===== src/rtl/ola_pkg.sv =====
// Shared constants and types for the ordered list engine.
// Used by ordered_list_engine; has no dependencies of its own.
`timescale 1ns / 1ps

package ola_pkg;

	localparam int CAPACITY = 16;
	localparam int ADDR_W   = (CAPACITY > 1) ? $clog2(CAPACITY) : 1;
	localparam int CNT_W    = $clog2(CAPACITY + 1);
	localparam int VALUE_W  = 32;
	localparam int OP_W     = 4;
	localparam int POS_W    = 4;
	localparam int STAT_W   = 3;
	localparam int CMP_W    = (CNT_W > POS_W) ? CNT_W : POS_W;
	localparam int IN_W     = 72;
	localparam int OUT_W    = 40;

	typedef enum logic [OP_W-1:0] {
		OP_INS_FRONT = 4'd0,
		OP_INS_BACK  = 4'd1,
		OP_INS_AFTER = 4'd2,
		OP_UPD_FRONT = 4'd3,
		OP_UPD_BACK  = 4'd4,
		OP_UPD_MATCH = 4'd5,
		OP_DEL_FRONT = 4'd6,
		OP_DEL_BACK  = 4'd7,
		OP_DEL_MATCH = 4'd8,
		OP_READ      = 4'd9
	} op_t;

	typedef enum logic [STAT_W-1:0] {
		STAT_OK        = 3'd0,
		STAT_EMPTY     = 3'd1,
		STAT_NOT_FOUND = 3'd2,
		STAT_FULL      = 3'd3,
		STAT_BAD_POS   = 3'd4
	} status_t;

	typedef enum logic [2:0] {
		S_IDLE,
		S_DECODE,
		S_SCAN,
		S_MOVE,
		S_WRITE,
		S_READ,
		S_FINISH
	} state_t;

	typedef struct packed {
		state_t              state;
		status_t             status;
		logic [CNT_W-1:0]    count;
		logic [ADDR_W-1:0]   wr_idx;
		logic                mv_start;
		logic                mv_up;
		logic [ADDR_W-1:0]   mv_src;
		logic [ADDR_W-1:0]   mv_last;
	} plan_t;

endpackage


===== src/rtl/ola_ram.sv =====
// Generic single-write, single-read RAM with a registered read port.
// No dependencies.
`timescale 1ns / 1ps

module ola_ram #(
	parameter int WIDTH = 32,
	parameter int DEPTH = 16
) (
	input  logic                                     clk,
	input  logic                                     we,
	input  logic [((DEPTH > 1) ? $clog2(DEPTH) : 1)-1:0] waddr,
	input  logic [WIDTH-1:0]                         wdata,
	input  logic [((DEPTH > 1) ? $clog2(DEPTH) : 1)-1:0] raddr,
	output logic [WIDTH-1:0]                         rdata
);

	logic [WIDTH-1:0] mem_q [DEPTH];

	always_ff @(posedge clk) begin
		if (we) begin
			mem_q[waddr] <= wdata;
		end
		rdata <= mem_q[raddr];
	end

endmodule


===== src/rtl/ordered_list_engine.sv =====
// Ordered list engine top level: sequencer, element store and output register.
// Depends on ola_pkg and ola_ram.
`timescale 1ns / 1ps

// The engine holds an ordered list of up to CAPACITY signed 32-bit values in a
// single-port-read, single-port-write RAM and handles one request at a time.
// Each request yields exactly one result word with a status, the value read
// (zero unless a read succeeds) and the element count after the request.
// Operations that touch no stored entry go from decode straight to finish;
// front/back updates, reads and back inserts pass through one write or read
// state; a key search over the held entries may be followed by a shift of
// the entries behind the hit. The search reads one entry per cycle and the
// shift moves one entry per cycle through the one RAM read port and the one
// write port, so those two walks set the cost; together they visit each held
// entry once. A finished result sits in an output register, so the next
// request is taken while it waits. No clearing pass runs after reset; entries
// beyond the element count never reach a result.

module ordered_list_engine
	import ola_pkg::*;
(
	input  logic             clk,
	input  logic             arst_n,
	input  logic             s_axis_tvalid,
	output logic             s_axis_tready,
	// operation[3:0], value[35:4], key[67:36], position[71:68]
	input  logic [IN_W-1:0]  s_axis_tdata,
	output logic             m_axis_tvalid,
	input  logic             m_axis_tready,
	// status[2:0], read_value[34:3], element_count[39:35]
	output logic [OUT_W-1:0] m_axis_tdata
);

	state_t              state_q;
	plan_t               plan;
	logic [CNT_W-1:0]    count_q;
	logic [OP_W-1:0]     op_q;
	logic [VALUE_W-1:0]  value_q;
	logic [VALUE_W-1:0]  key_q;
	logic [POS_W-1:0]    pos_q;
	status_t             status_q;
	logic [VALUE_W-1:0]  rd_q;
	logic [ADDR_W-1:0]   wr_idx_q;

	logic [CNT_W-1:0]    ridx_q;
	logic [ADDR_W-1:0]   cidx_q;
	logic                cvalid_q;

	logic                mv_iss_q;
	logic                mv_pend_q;
	logic                mv_up_q;
	logic [ADDR_W-1:0]   mv_src_q;
	logic [ADDR_W-1:0]   mv_last_q;
	logic [ADDR_W-1:0]   mv_dst_q;

	logic                out_valid_q;
	status_t             out_status_q;
	logic [VALUE_W-1:0]  out_rd_q;
	logic [CNT_W-1:0]    out_cnt_q;

	logic                ram_we;
	logic [ADDR_W-1:0]   ram_waddr;
	logic [VALUE_W-1:0]  ram_wdata;
	logic [ADDR_W-1:0]   ram_raddr;
	logic [VALUE_W-1:0]  ram_rdata;

	logic                full;
	logic                empty;
	logic [CNT_W-1:0]    c_m1;
	logic [CNT_W-1:0]    c_p1;
	logic                hit;
	logic                tail;
	logic                in_accept;
	logic                out_free;

	ola_ram #(
		.WIDTH(VALUE_W),
		.DEPTH(CAPACITY)
	) u_store (
		.clk  (clk),
		.we   (ram_we),
		.waddr(ram_waddr),
		.wdata(ram_wdata),
		.raddr(ram_raddr),
		.rdata(ram_rdata)
	);

	assign full      = (count_q == CNT_W'(CAPACITY));
	assign empty     = (count_q == '0);
	assign c_m1      = CNT_W'(count_q - 1'b1);
	assign c_p1      = CNT_W'(count_q + 1'b1);
	assign hit       = cvalid_q && (ram_rdata == key_q);
	assign tail      = cvalid_q && (CNT_W'(cidx_q) == c_m1);
	assign in_accept = s_axis_tvalid && s_axis_tready;
	assign out_free  = !out_valid_q || m_axis_tready;

	// Next state together with the setup of the registers for the next phase.
	always_comb begin
		plan.state    = state_q;
		plan.status   = status_q;
		plan.count    = count_q;
		plan.wr_idx   = wr_idx_q;
		plan.mv_start = 1'b0;
		plan.mv_up    = mv_up_q;
		plan.mv_src   = mv_src_q;
		plan.mv_last  = mv_last_q;
		case (state_q)
			S_IDLE: begin
				if (s_axis_tvalid) begin
					plan.state = S_DECODE;
				end
			end
			S_DECODE: begin
				plan.status = STAT_OK;
				plan.state  = S_FINISH;
				case (op_q)
					OP_INS_FRONT: begin
						if (full) begin
							plan.status = STAT_FULL;
						end else begin
							plan.count  = c_p1;
							plan.wr_idx = '0;
							if (empty) begin
								plan.state = S_WRITE;
							end else begin
								plan.state    = S_MOVE;
								plan.mv_start = 1'b1;
								plan.mv_up    = 1'b1;
								plan.mv_src   = c_m1[ADDR_W-1:0];
								plan.mv_last  = '0;
							end
						end
					end
					OP_INS_BACK: begin
						if (full) begin
							plan.status = STAT_FULL;
						end else begin
							plan.count  = c_p1;
							plan.wr_idx = count_q[ADDR_W-1:0];
							plan.state  = S_WRITE;
						end
					end
					OP_INS_AFTER: begin
						if (full) begin
							plan.status = STAT_FULL;
						end else if (empty) begin
							plan.status = STAT_NOT_FOUND;
						end else begin
							plan.state = S_SCAN;
						end
					end
					OP_UPD_FRONT: begin
						if (empty) begin
							plan.status = STAT_EMPTY;
						end else begin
							plan.wr_idx = '0;
							plan.state  = S_WRITE;
						end
					end
					OP_UPD_BACK: begin
						if (empty) begin
							plan.status = STAT_EMPTY;
						end else begin
							plan.wr_idx = c_m1[ADDR_W-1:0];
							plan.state  = S_WRITE;
						end
					end
					OP_UPD_MATCH, OP_DEL_MATCH: begin
						if (empty) begin
							plan.status = STAT_NOT_FOUND;
						end else begin
							plan.state = S_SCAN;
						end
					end
					OP_DEL_FRONT: begin
						if (empty) begin
							plan.status = STAT_EMPTY;
						end else begin
							plan.count = c_m1;
							if (c_m1 != '0) begin
								plan.state    = S_MOVE;
								plan.mv_start = 1'b1;
								plan.mv_up    = 1'b0;
								plan.mv_src   = ADDR_W'(1);
								plan.mv_last  = c_m1[ADDR_W-1:0];
							end
						end
					end
					OP_DEL_BACK: begin
						if (empty) begin
							plan.status = STAT_EMPTY;
						end else begin
							plan.count = c_m1;
						end
					end
					OP_READ: begin
						if (CMP_W'(pos_q) >= CMP_W'(count_q)) begin
							plan.status = STAT_BAD_POS;
						end else begin
							plan.state = S_READ;
						end
					end
					default: begin
						plan.state = S_FINISH;
					end
				endcase
			end
			S_SCAN: begin
				if (hit) begin
					case (op_q)
						OP_UPD_MATCH: begin
							plan.wr_idx = cidx_q;
							plan.state  = S_WRITE;
						end
						OP_INS_AFTER: begin
							plan.count  = c_p1;
							plan.wr_idx = ADDR_W'(cidx_q + 1'b1);
							if (tail) begin
								plan.state = S_WRITE;
							end else begin
								plan.state    = S_MOVE;
								plan.mv_start = 1'b1;
								plan.mv_up    = 1'b1;
								plan.mv_src   = c_m1[ADDR_W-1:0];
								plan.mv_last  = ADDR_W'(cidx_q + 1'b1);
							end
						end
						OP_DEL_MATCH: begin
							plan.count = c_m1;
							if (tail) begin
								plan.state = S_FINISH;
							end else begin
								plan.state    = S_MOVE;
								plan.mv_start = 1'b1;
								plan.mv_up    = 1'b0;
								plan.mv_src   = ADDR_W'(cidx_q + 1'b1);
								plan.mv_last  = c_m1[ADDR_W-1:0];
							end
						end
						default: begin
							plan.state = S_FINISH;
						end
					endcase
				end else if (tail) begin
					plan.status = STAT_NOT_FOUND;
					plan.state  = S_FINISH;
				end
			end
			S_MOVE: begin
				// The last pending word is written back in this cycle.
				if (!mv_iss_q) begin
					plan.state = mv_up_q ? S_WRITE : S_FINISH;
				end
			end
			S_WRITE: begin
				plan.state = S_FINISH;
			end
			S_READ: begin
				plan.state = S_FINISH;
			end
			S_FINISH: begin
				if (out_free) begin
					plan.state = S_IDLE;
				end
			end
			default: begin
				plan.state = S_IDLE;
			end
		endcase
	end

	// RAM port control and input handshake.
	always_comb begin
		s_axis_tready = (state_q == S_IDLE);
		ram_we        = 1'b0;
		ram_waddr     = wr_idx_q;
		ram_wdata     = value_q;
		ram_raddr     = '0;
		case (state_q)
			S_DECODE: begin
				ram_raddr = ADDR_W'(pos_q);
			end
			S_SCAN: begin
				ram_raddr = ridx_q[ADDR_W-1:0];
			end
			S_MOVE: begin
				ram_raddr = mv_src_q;
				ram_we    = mv_pend_q;
				ram_waddr = mv_dst_q;
				ram_wdata = ram_rdata;
			end
			S_WRITE: begin
				ram_we = 1'b1;
			end
			default: begin
				ram_raddr = '0;
			end
		endcase
	end

	always_ff @(posedge clk or negedge arst_n) begin
		if (!arst_n) begin
			state_q     <= S_IDLE;
			count_q     <= '0;
			cvalid_q    <= 1'b0;
			mv_iss_q    <= 1'b0;
			mv_pend_q   <= 1'b0;
			out_valid_q <= 1'b0;
		end else begin
			state_q <= plan.state;
			count_q <= plan.count;
			if (state_q == S_SCAN) begin
				cvalid_q <= 1'b1;
			end else begin
				cvalid_q <= 1'b0;
			end
			if (plan.mv_start) begin
				mv_iss_q  <= 1'b1;
				mv_pend_q <= 1'b0;
			end else if (state_q == S_MOVE) begin
				mv_pend_q <= mv_iss_q;
				if (mv_iss_q && (mv_src_q == mv_last_q)) begin
					mv_iss_q <= 1'b0;
				end
			end
			if (state_q == S_FINISH && out_free) begin
				out_valid_q <= 1'b1;
			end else if (m_axis_tready) begin
				out_valid_q <= 1'b0;
			end
		end
	end

	always_ff @(posedge clk) begin
		if (in_accept) begin
			op_q    <= s_axis_tdata[3:0];
			value_q <= s_axis_tdata[35:4];
			key_q   <= s_axis_tdata[67:36];
			pos_q   <= s_axis_tdata[71:68];
		end
		status_q  <= plan.status;
		wr_idx_q  <= plan.wr_idx;
		mv_up_q   <= plan.mv_up;
		mv_last_q <= plan.mv_last;
		if (state_q == S_DECODE) begin
			rd_q   <= '0;
			ridx_q <= '0;
		end
		if (state_q == S_READ) begin
			rd_q <= ram_rdata;
		end
		// The scan issues one read per cycle and compares the word read the cycle before.
		if (state_q == S_SCAN) begin
			ridx_q <= CNT_W'(ridx_q + 1'b1);
			cidx_q <= ridx_q[ADDR_W-1:0];
		end
		if (plan.mv_start) begin
			mv_src_q <= plan.mv_src;
		end else if (state_q == S_MOVE && mv_iss_q) begin
			mv_dst_q <= mv_up_q ? ADDR_W'(mv_src_q + 1'b1) : ADDR_W'(mv_src_q - 1'b1);
			if (mv_src_q != mv_last_q) begin
				mv_src_q <= mv_up_q ? ADDR_W'(mv_src_q - 1'b1) : ADDR_W'(mv_src_q + 1'b1);
			end
		end
		if (state_q == S_FINISH && out_free) begin
			out_status_q <= status_q;
			out_rd_q     <= rd_q;
			out_cnt_q    <= count_q;
		end
	end

	assign m_axis_tvalid = out_valid_q;
	assign m_axis_tdata  = {out_cnt_q, out_rd_q, out_status_q};

endmodule


===== config.mk =====
export PLATFORM = sky130hd
export DESIGN_NAME = ordered_list_engine
export DESIGN_NICKNAME = d
export VERILOG_FILES = /design/src/rtl/ola_pkg.sv /design/src/rtl/ola_ram.sv /design/src/rtl/ordered_list_engine.sv
export SDC_FILE = /design/constraint.sdc
export NUM_CORES = 1
export LEC_CHECK = 0
export BUFFER_PORTS_ARGS = -buffer_cell sky130_fd_sc_hd__buf_2
export CAP_MARGIN = 20
export CORE_MARGIN = 10
export CORE_UTILIZATION = 65
export DETAILED_ROUTE_END_ITERATION = 6
export PLACE_DENSITY = 0.83
export SLEW_MARGIN = 20
export SYNTH_ARGS = -nofsm -noshare
export SYNTH_HDL_FRONTEND = slang
export SYNTH_SLANG_ARGS = --single-unit

===== constraint.sdc =====
create_clock -name clk -period 11.4 [get_ports clk]
set_input_delay 0.57 -clock clk [delete_from_list [all_inputs] [get_ports clk]]
set_output_delay 0.57 -clock clk [all_outputs]
set_load 0.1 [all_outputs]

==> Word level (Yosys, flattened, before mapping) <==
Memories as Yosys holds them, arrays and structs flattened. A register that Yosys moved wholly into a read port is not among the register bits.
Index checks and enable logic that the tools add are counted.
{ "word_totals": {"regBits": 185, "elab_cells": 184, "mem_count": 1, "ramBits": 512} }
{ "op_classes": {"n_reduce_logical": 33, "add_sub_neg": 6, "magnitude_cmp": 1, "n_eq_ne": 52, "muxes": 68, "n_bitwise": 1} }
{ "memory_table": {"columns": ["memory", "words", "width", "rd", "rd_ports_with_merged_regs", "write_ports", "line", "source"], "rows": [
  ["u_store.mem_q", 16, 32, 1, 1, 1, "ola_ram.sv:17", "logic [WIDTH-1:0] mem_q [DEPTH];"]
]} }
{ "op_table": {"columns": ["operator", "count"], "rows": [
  ["$mux W32", 3],
  ["$mux W10", 5],
  ["$pmux W22 S2", 1],
  ["$mux W3", 14],
  ["$pmux W10 S2", 2],
  ["$mux W19", 2],
  ["$ne A3 B3 Y1 const B", 12],
  ["$eq A32 B32 Y1", 1],
  ["$mux W4", 8],
  ["$ne A4 B4 Y1 const B", 6],
  ["$pmux W3 S7", 1],
  ["$pmux W3 S6", 1],
  ["$eq A4 B3 Y1 const B", 4],
  ["$pmux W4 S4", 1],
  ["$mux W5", 3],
  ["$pmux W3 S5", 1],
  ["$pmux W5 S3", 1],
  ["$mux W2", 7],
  ["$reduce_bool A2 Y1", 7],
  ["$ne A2 B2 Y1 const B", 6],
  ["$ne A3 B1 Y1 const B", 4],
  ["$ne A4 B2 Y1 const B", 3],
  ["$pmux W4 S3", 1],
  ["$reduce_and A12 Y1", 1],
  ["39 further kinds", 66]
]} }

==> Logic depth before layout (Yosys ltp) <==
{ "logic_depth": {"ltp_word": 9, "depth_mapped": 11, "ltp_nobuf": 9} }

==> By module <==
From an unflattened synthesis, not the netlist that was laid out.
{ "hier_totals": {"cells_unflattened": 1563, "hier_area_um2": 28409.7} }
{ "by_module_without_submodules": {"columns": ["mod", "seq_area_each_um2", "area_each_um2", "n_inst", "cells_each"], "rows": [
  ["ola_ram", 16015.4, 19835.3, 1, 838],
  ["ordered_list_engine", 5465.2, 8574.5, 1, 725]
]} }

==> Worst setup path before layout <==
No wires, ideal clock.
{ "synth_timing": {"kind": "register to register", "startpoint": "register state_q[1]", "endpoint": "register key_q[0] (enable)", "stages_incl_launch_ff": 5, "t_arrival_ps": 4745, "synth_period_minus_slack_ps": 5182, "setup_ps": 437, "setup_slack_ps": 6218, "cell_sequence": "dfrtp_1 buf_2 clkbuf_1 nor3_1 and2_1"} }
{ "synth_via": {"elab_chain_cells": 2} }
{ "synth_lines": {"columns": ["item", "line", "source"], "rows": [
  ["start, declared", "ordered_list_engine.sv:34", "state_t state_q;"],
  ["start signal, assigned", "ordered_list_engine.sv:310", "state_q <= plan.state;"],
  ["$logic_not A3 Y1", "ordered_list_engine.sv:274", "s_axis_tready = (state_q == S_IDLE);"],
  ["net s_axis_tready", "ordered_list_engine.sv:25", "output logic s_axis_tready,"],
  ["$logic_and A1 B1 Y1", "ordered_list_engine.sv:94", "assign in_accept = s_axis_tvalid && s_axis_tready;"],
  ["net in_accept", "ordered_list_engine.sv:73", "logic in_accept;"],
  ["end signal, assigned", "ordered_list_engine.sv:338", "key_q <= s_axis_tdata[67:36];"],
  ["end, declared", "ordered_list_engine.sv:39", "logic [VALUE_W-1:0] key_q;"]
]} }
The timed path passes the listed nets, and every way through them passes these cells.
A chain may end at the register's enable or synchronous reset.

==> Worst setup path in the final report <==
{ "layout_timing": {"startpoint": "register state_q[0]", "endpoint": "register u_store.rdata[19], read port of u_store.mem_q"} }
{ "layout_via": {"elab_chain_cells": 2} }
{ "layout_lines": {"columns": ["item", "line", "source"], "rows": [
  ["$eq A3 B2 Y1 / $eq A3 B1 Y1 (equally long branches)", "ordered_list_engine.sv:279", "case (state_q)"],
  ["$pmux W4 S3 (*)", "ordered_list_engine.sv:279", null],
  ["end, declared", "ola_ram.sv:14", "output logic [WIDTH-1:0] rdata"]
]} }
Every way passes the cells marked *; elsewhere a longest branch is shown, timed or not.

==> results.toml <==
[logic_synthesis]
synth-edff-count = 684
ys_types = 66
yosys.area.top_type = "edfxtp_1"
ys.flop_type = "edfxtp_1"
yosysSeqAreaShare_pct = 74.9
synth_warnings = 0
netlist_instances = 1598
avgSynthCellArea_um2 = 17.9
synth.top_cells.by_area = "edfxtp_1 (72%), mux4_2 (10%), nand2_1 (2.6%), dfxtp_1 (2.2%), xor2_1 (1.1%)"
netlist_area_mm2 = 0.0287
synth_seq_cells = 728
postSynth.asyncResetShare_pct = 1.65
syn_nets = 1685
synth_top_cell_area_share_pct = 71.6

[detailed_routing]
antenna_left = 0
vias = 16152
vias_per_cell = 6.81
drt-total-wl_um = 73800
top_layer_used = "met4"
wl_met3_um = 8800
wl_per_cell_um = 31.1
dr.pass1.iters = 6
wl_met2_um = 36300
drcViolationCount = 0
m1WireLength_um = 25800
drtIter0Drc = 2211

[power_and_ir_drop]
powerDensity_mw_per_mm2 = 259
p_comb_share_pct = 28.4
p_leak_nw = 11.0
internal_power_w = 0.00555
clockPowerShare_pct = 27.8
ir_worst_vdd_mv = 0.280
finalPower_w = 0.00834
seq_power_share_pct = 43.8
switching_share_pct = 33.5
netSwitchingPower_w = 0.00279

[worst_setup_path]
cp-startpoint = "state_q[0]"
cp.arrival_ns = 5.32
required_ns = 11.81
startpoint_type = "flop"
critPathKind = "flop to flop"
crit_fanout = 70
rrSetupSlack_ns = 6.49
worst-r2r-cell-count = 10
r2r-start = "state_q[0]"
end_kind = "flop"
timing.rr.end = "u_store.rdata[19]"

[finish]
multi_input_area_mm2 = 0.00686
final_area_mm2 = 0.0323
nets = 1820
fillers = 2334
area_delta_synth_final_pct = 12.5
diodes = 0
postLayoutCoreUtil_pct = 74.4
seq_area_mm2 = 0.0215
layout-drive-gt1-share_pct = 24.4

[min_path]
hold_depth = 1
hold_path_startpoint = "s_axis_tdata[2]"
hold-path-endpoint = "op_q[2]"
hold_class = "input port to flop"

[timing]
timing.fmax_mhz = 204
max_slew.worst_pin.slew_ns = 1.12
fin_crit_sh_pct = 43.1
skew_ns = 0.0250
setup_violations = 0
layout_setup_ws_ns = 6.49
rsz0062_at_grt = "no"
hold_viol_final = 0
finalSetupTns_ns = 0
slew_headroom_pct = 25.2
min_period_ns = 4.91
finalMaxSlewViolations = 0

[placement]
dp_slack_ns = 6.85
routabilityCongestion = 0.917
hpwlAfterDp_um = 36500
io_buffers = 117
placed_cell_area_mm2 = 0.0300

[floorplan]
fp.dieArea_mm2 = 0.0529
die_h_um = 230
die_w_um = 230
num_rows = 76
io_pins = 118
initial_core_util_pct = 66.1
core_mm2 = 0.0434

[global_routing]
grt_pass1_vias = 16545
grt.total_usage_pct = 27.8
antenna_found_initial = 1
grt_max_degree = 115
overflow = 0
grt_first_pass_wirelength_um = 108000

[cts]
clockBufferDepth = 3
clock_latency_ns = 0.61
cts.sinks = 728
htreeDepth = 3
numCtsBuffers = 71
root_buffer = "clkbuf_16"
cts_tree = "built"
cts_setup_buffers = 0
clk_pin_slew_ns = 0.07

[run_status]
outcome = "finished, final reports clean"

[flow_run]
drv_cap = 0
-- cells by family after synthesis --
group	synth area share, %
AO/OA/AOI/OAI	3.77
XOR/XNOR	1.91
adder cells (fa/ha/maj)	0.480
buffers and inverters	1.78
flip-flops	74.9
multiplexers	10.6
AND/OR/NAND/NOR	6.54
-- flip-flops by register name (all words and copies together), names as in the netlist, 3 cells and up --
name           cells
status_q           3
mv_last_q          4
ridx_q             4
out_rd_q          32
key_q             32
value_q           32
out_status_q       3
out_cnt_q          5
state_q            3
pos_q              4
rd_q              32
op_q               4
u_store.mem_q    512
cidx_q             4
mv_src_q           4
count_q            5
wr_idx_q           4
mv_dst_q           4
u_store.rdata     32
-- area by class of cell --
type | count | area share [%]
Multi-Input combinational cell | 763 | 21.2
Timing Repair Buffer | 148 | 2.64
Inverter | 21 | 0.244
Clock inverter | 31 | 0.853
Clock buffer | 97 | 6.17
Tap cell | 585 | 2.27
Sequential cell | 728 | 66.6
-- layer usage --
| metal | GRT usage (%) | vias to the layer above |
|---|---|---|
| met4 | 12.4 | 0 |
| met3 | 7.41 | 218 |
| met5 | 0 | - |
| met2 | 44.3 | 1293 |
| met1 | 35.9 | 8105 |
| li1 | - | 6536 |
-- worst max-delay path by stage --
stage                         to  slack (ns)  cells after the start
6_report       u_store.rdata[19]        6.49                     10
5_1_grt        u_store.rdata[19]        6.27                     10
4_1_cts        u_store.rdata[19]        6.56                     10
3_5_place_dp   u_store.rdata[29]        6.85                     10
3_3_place_gp   u_store.rdata[17]        6.99                     10
2_1_floorplan           key_q[0]        6.22                      4
-- layout by cell type (no fill, tap or decap), types with 19 or more instances in the layout --
master / instances
clkbuf_16: 75
and2_1: 37
nand2_1: 200
xor2_1: 37
and3_1: 35
dfxtp_1: 32
inv_1: 21
mux4_2: 128
clkbuf_1: 19
a21oi_1: 21
nor2_1: 23
buf_4: 28
edfxtp_1: 684
a31oi_1: 38
a211oi_1: 32
buf_2: 117
xnor2_1: 23
o21ai_0: 27
nor2_4: 19
-- synth_stat cells, types with 10 or more instances --
cell type and number:
and3_1 35, and2_1 38, buf_2 15, a211oi_1 32, a21oi_1 21, nor2_1 42
buf_6 10, xnor2_1 23, dfxtp_1 32, nand2_1 201, inv_1 21, nand3_1 16
nor3_1 12, xor2_1 37, edfxtp_1 684, mux4_2 128, o21ai_0 27, dfrtp_1 12
ha_1 11, a31oi_1 38, clkbuf_1 49
-- power groups by stage --
stage | logic [W] | clock network, W | registers, W
floorplan | 0.00158 | 0 | 0.00373
global placement | 0.00220 | 0 | 0.00367
detailed placement | 0.00226 | 0 | 0.00368
CTS | 0.00235 | 0.00233 | 0.00364
global route | 0.00253 | 0.00243 | 0.00367
finish | 0.00237 | 0.00232 | 0.00365
-- repair_timing --
item | CTS | global route
hold buffers | 1 | 0
endpoints found under the hold margin | 12 | 0
gates resized for setup | 0 | 0
endpoints found under the setup margin | 0 | 0
-- worst max-delay path: stages, from the launching register on --
cell and delay [ns]:
dfrtp_1 0.74, nor2b_4 0.26, buf_4 0.54, a22oi_1 0.25, nor2_4 0.11, buf_4 0.75
buf_4 0.92, mux4_2 0.42, and2_1 0.18, a211oi_1 0.37, a31oi_1 0.12
-- per-stage QoR --
| stage | hold slack, ns | instances |
|---|---|---|
| 5_1_grt | 0.112 | 2373 |
| 3_3_place_gp | 0.400 | 2243 |
| 6_report | 0.133 | 2373 |
| 2_1_floorplan | 0.274 | 1598 |
| 3_5_place_dp | 0.405 | 2243 |
| 4_1_cts | 0.106 | 2372 |
(Power assumes the default switching activity.)
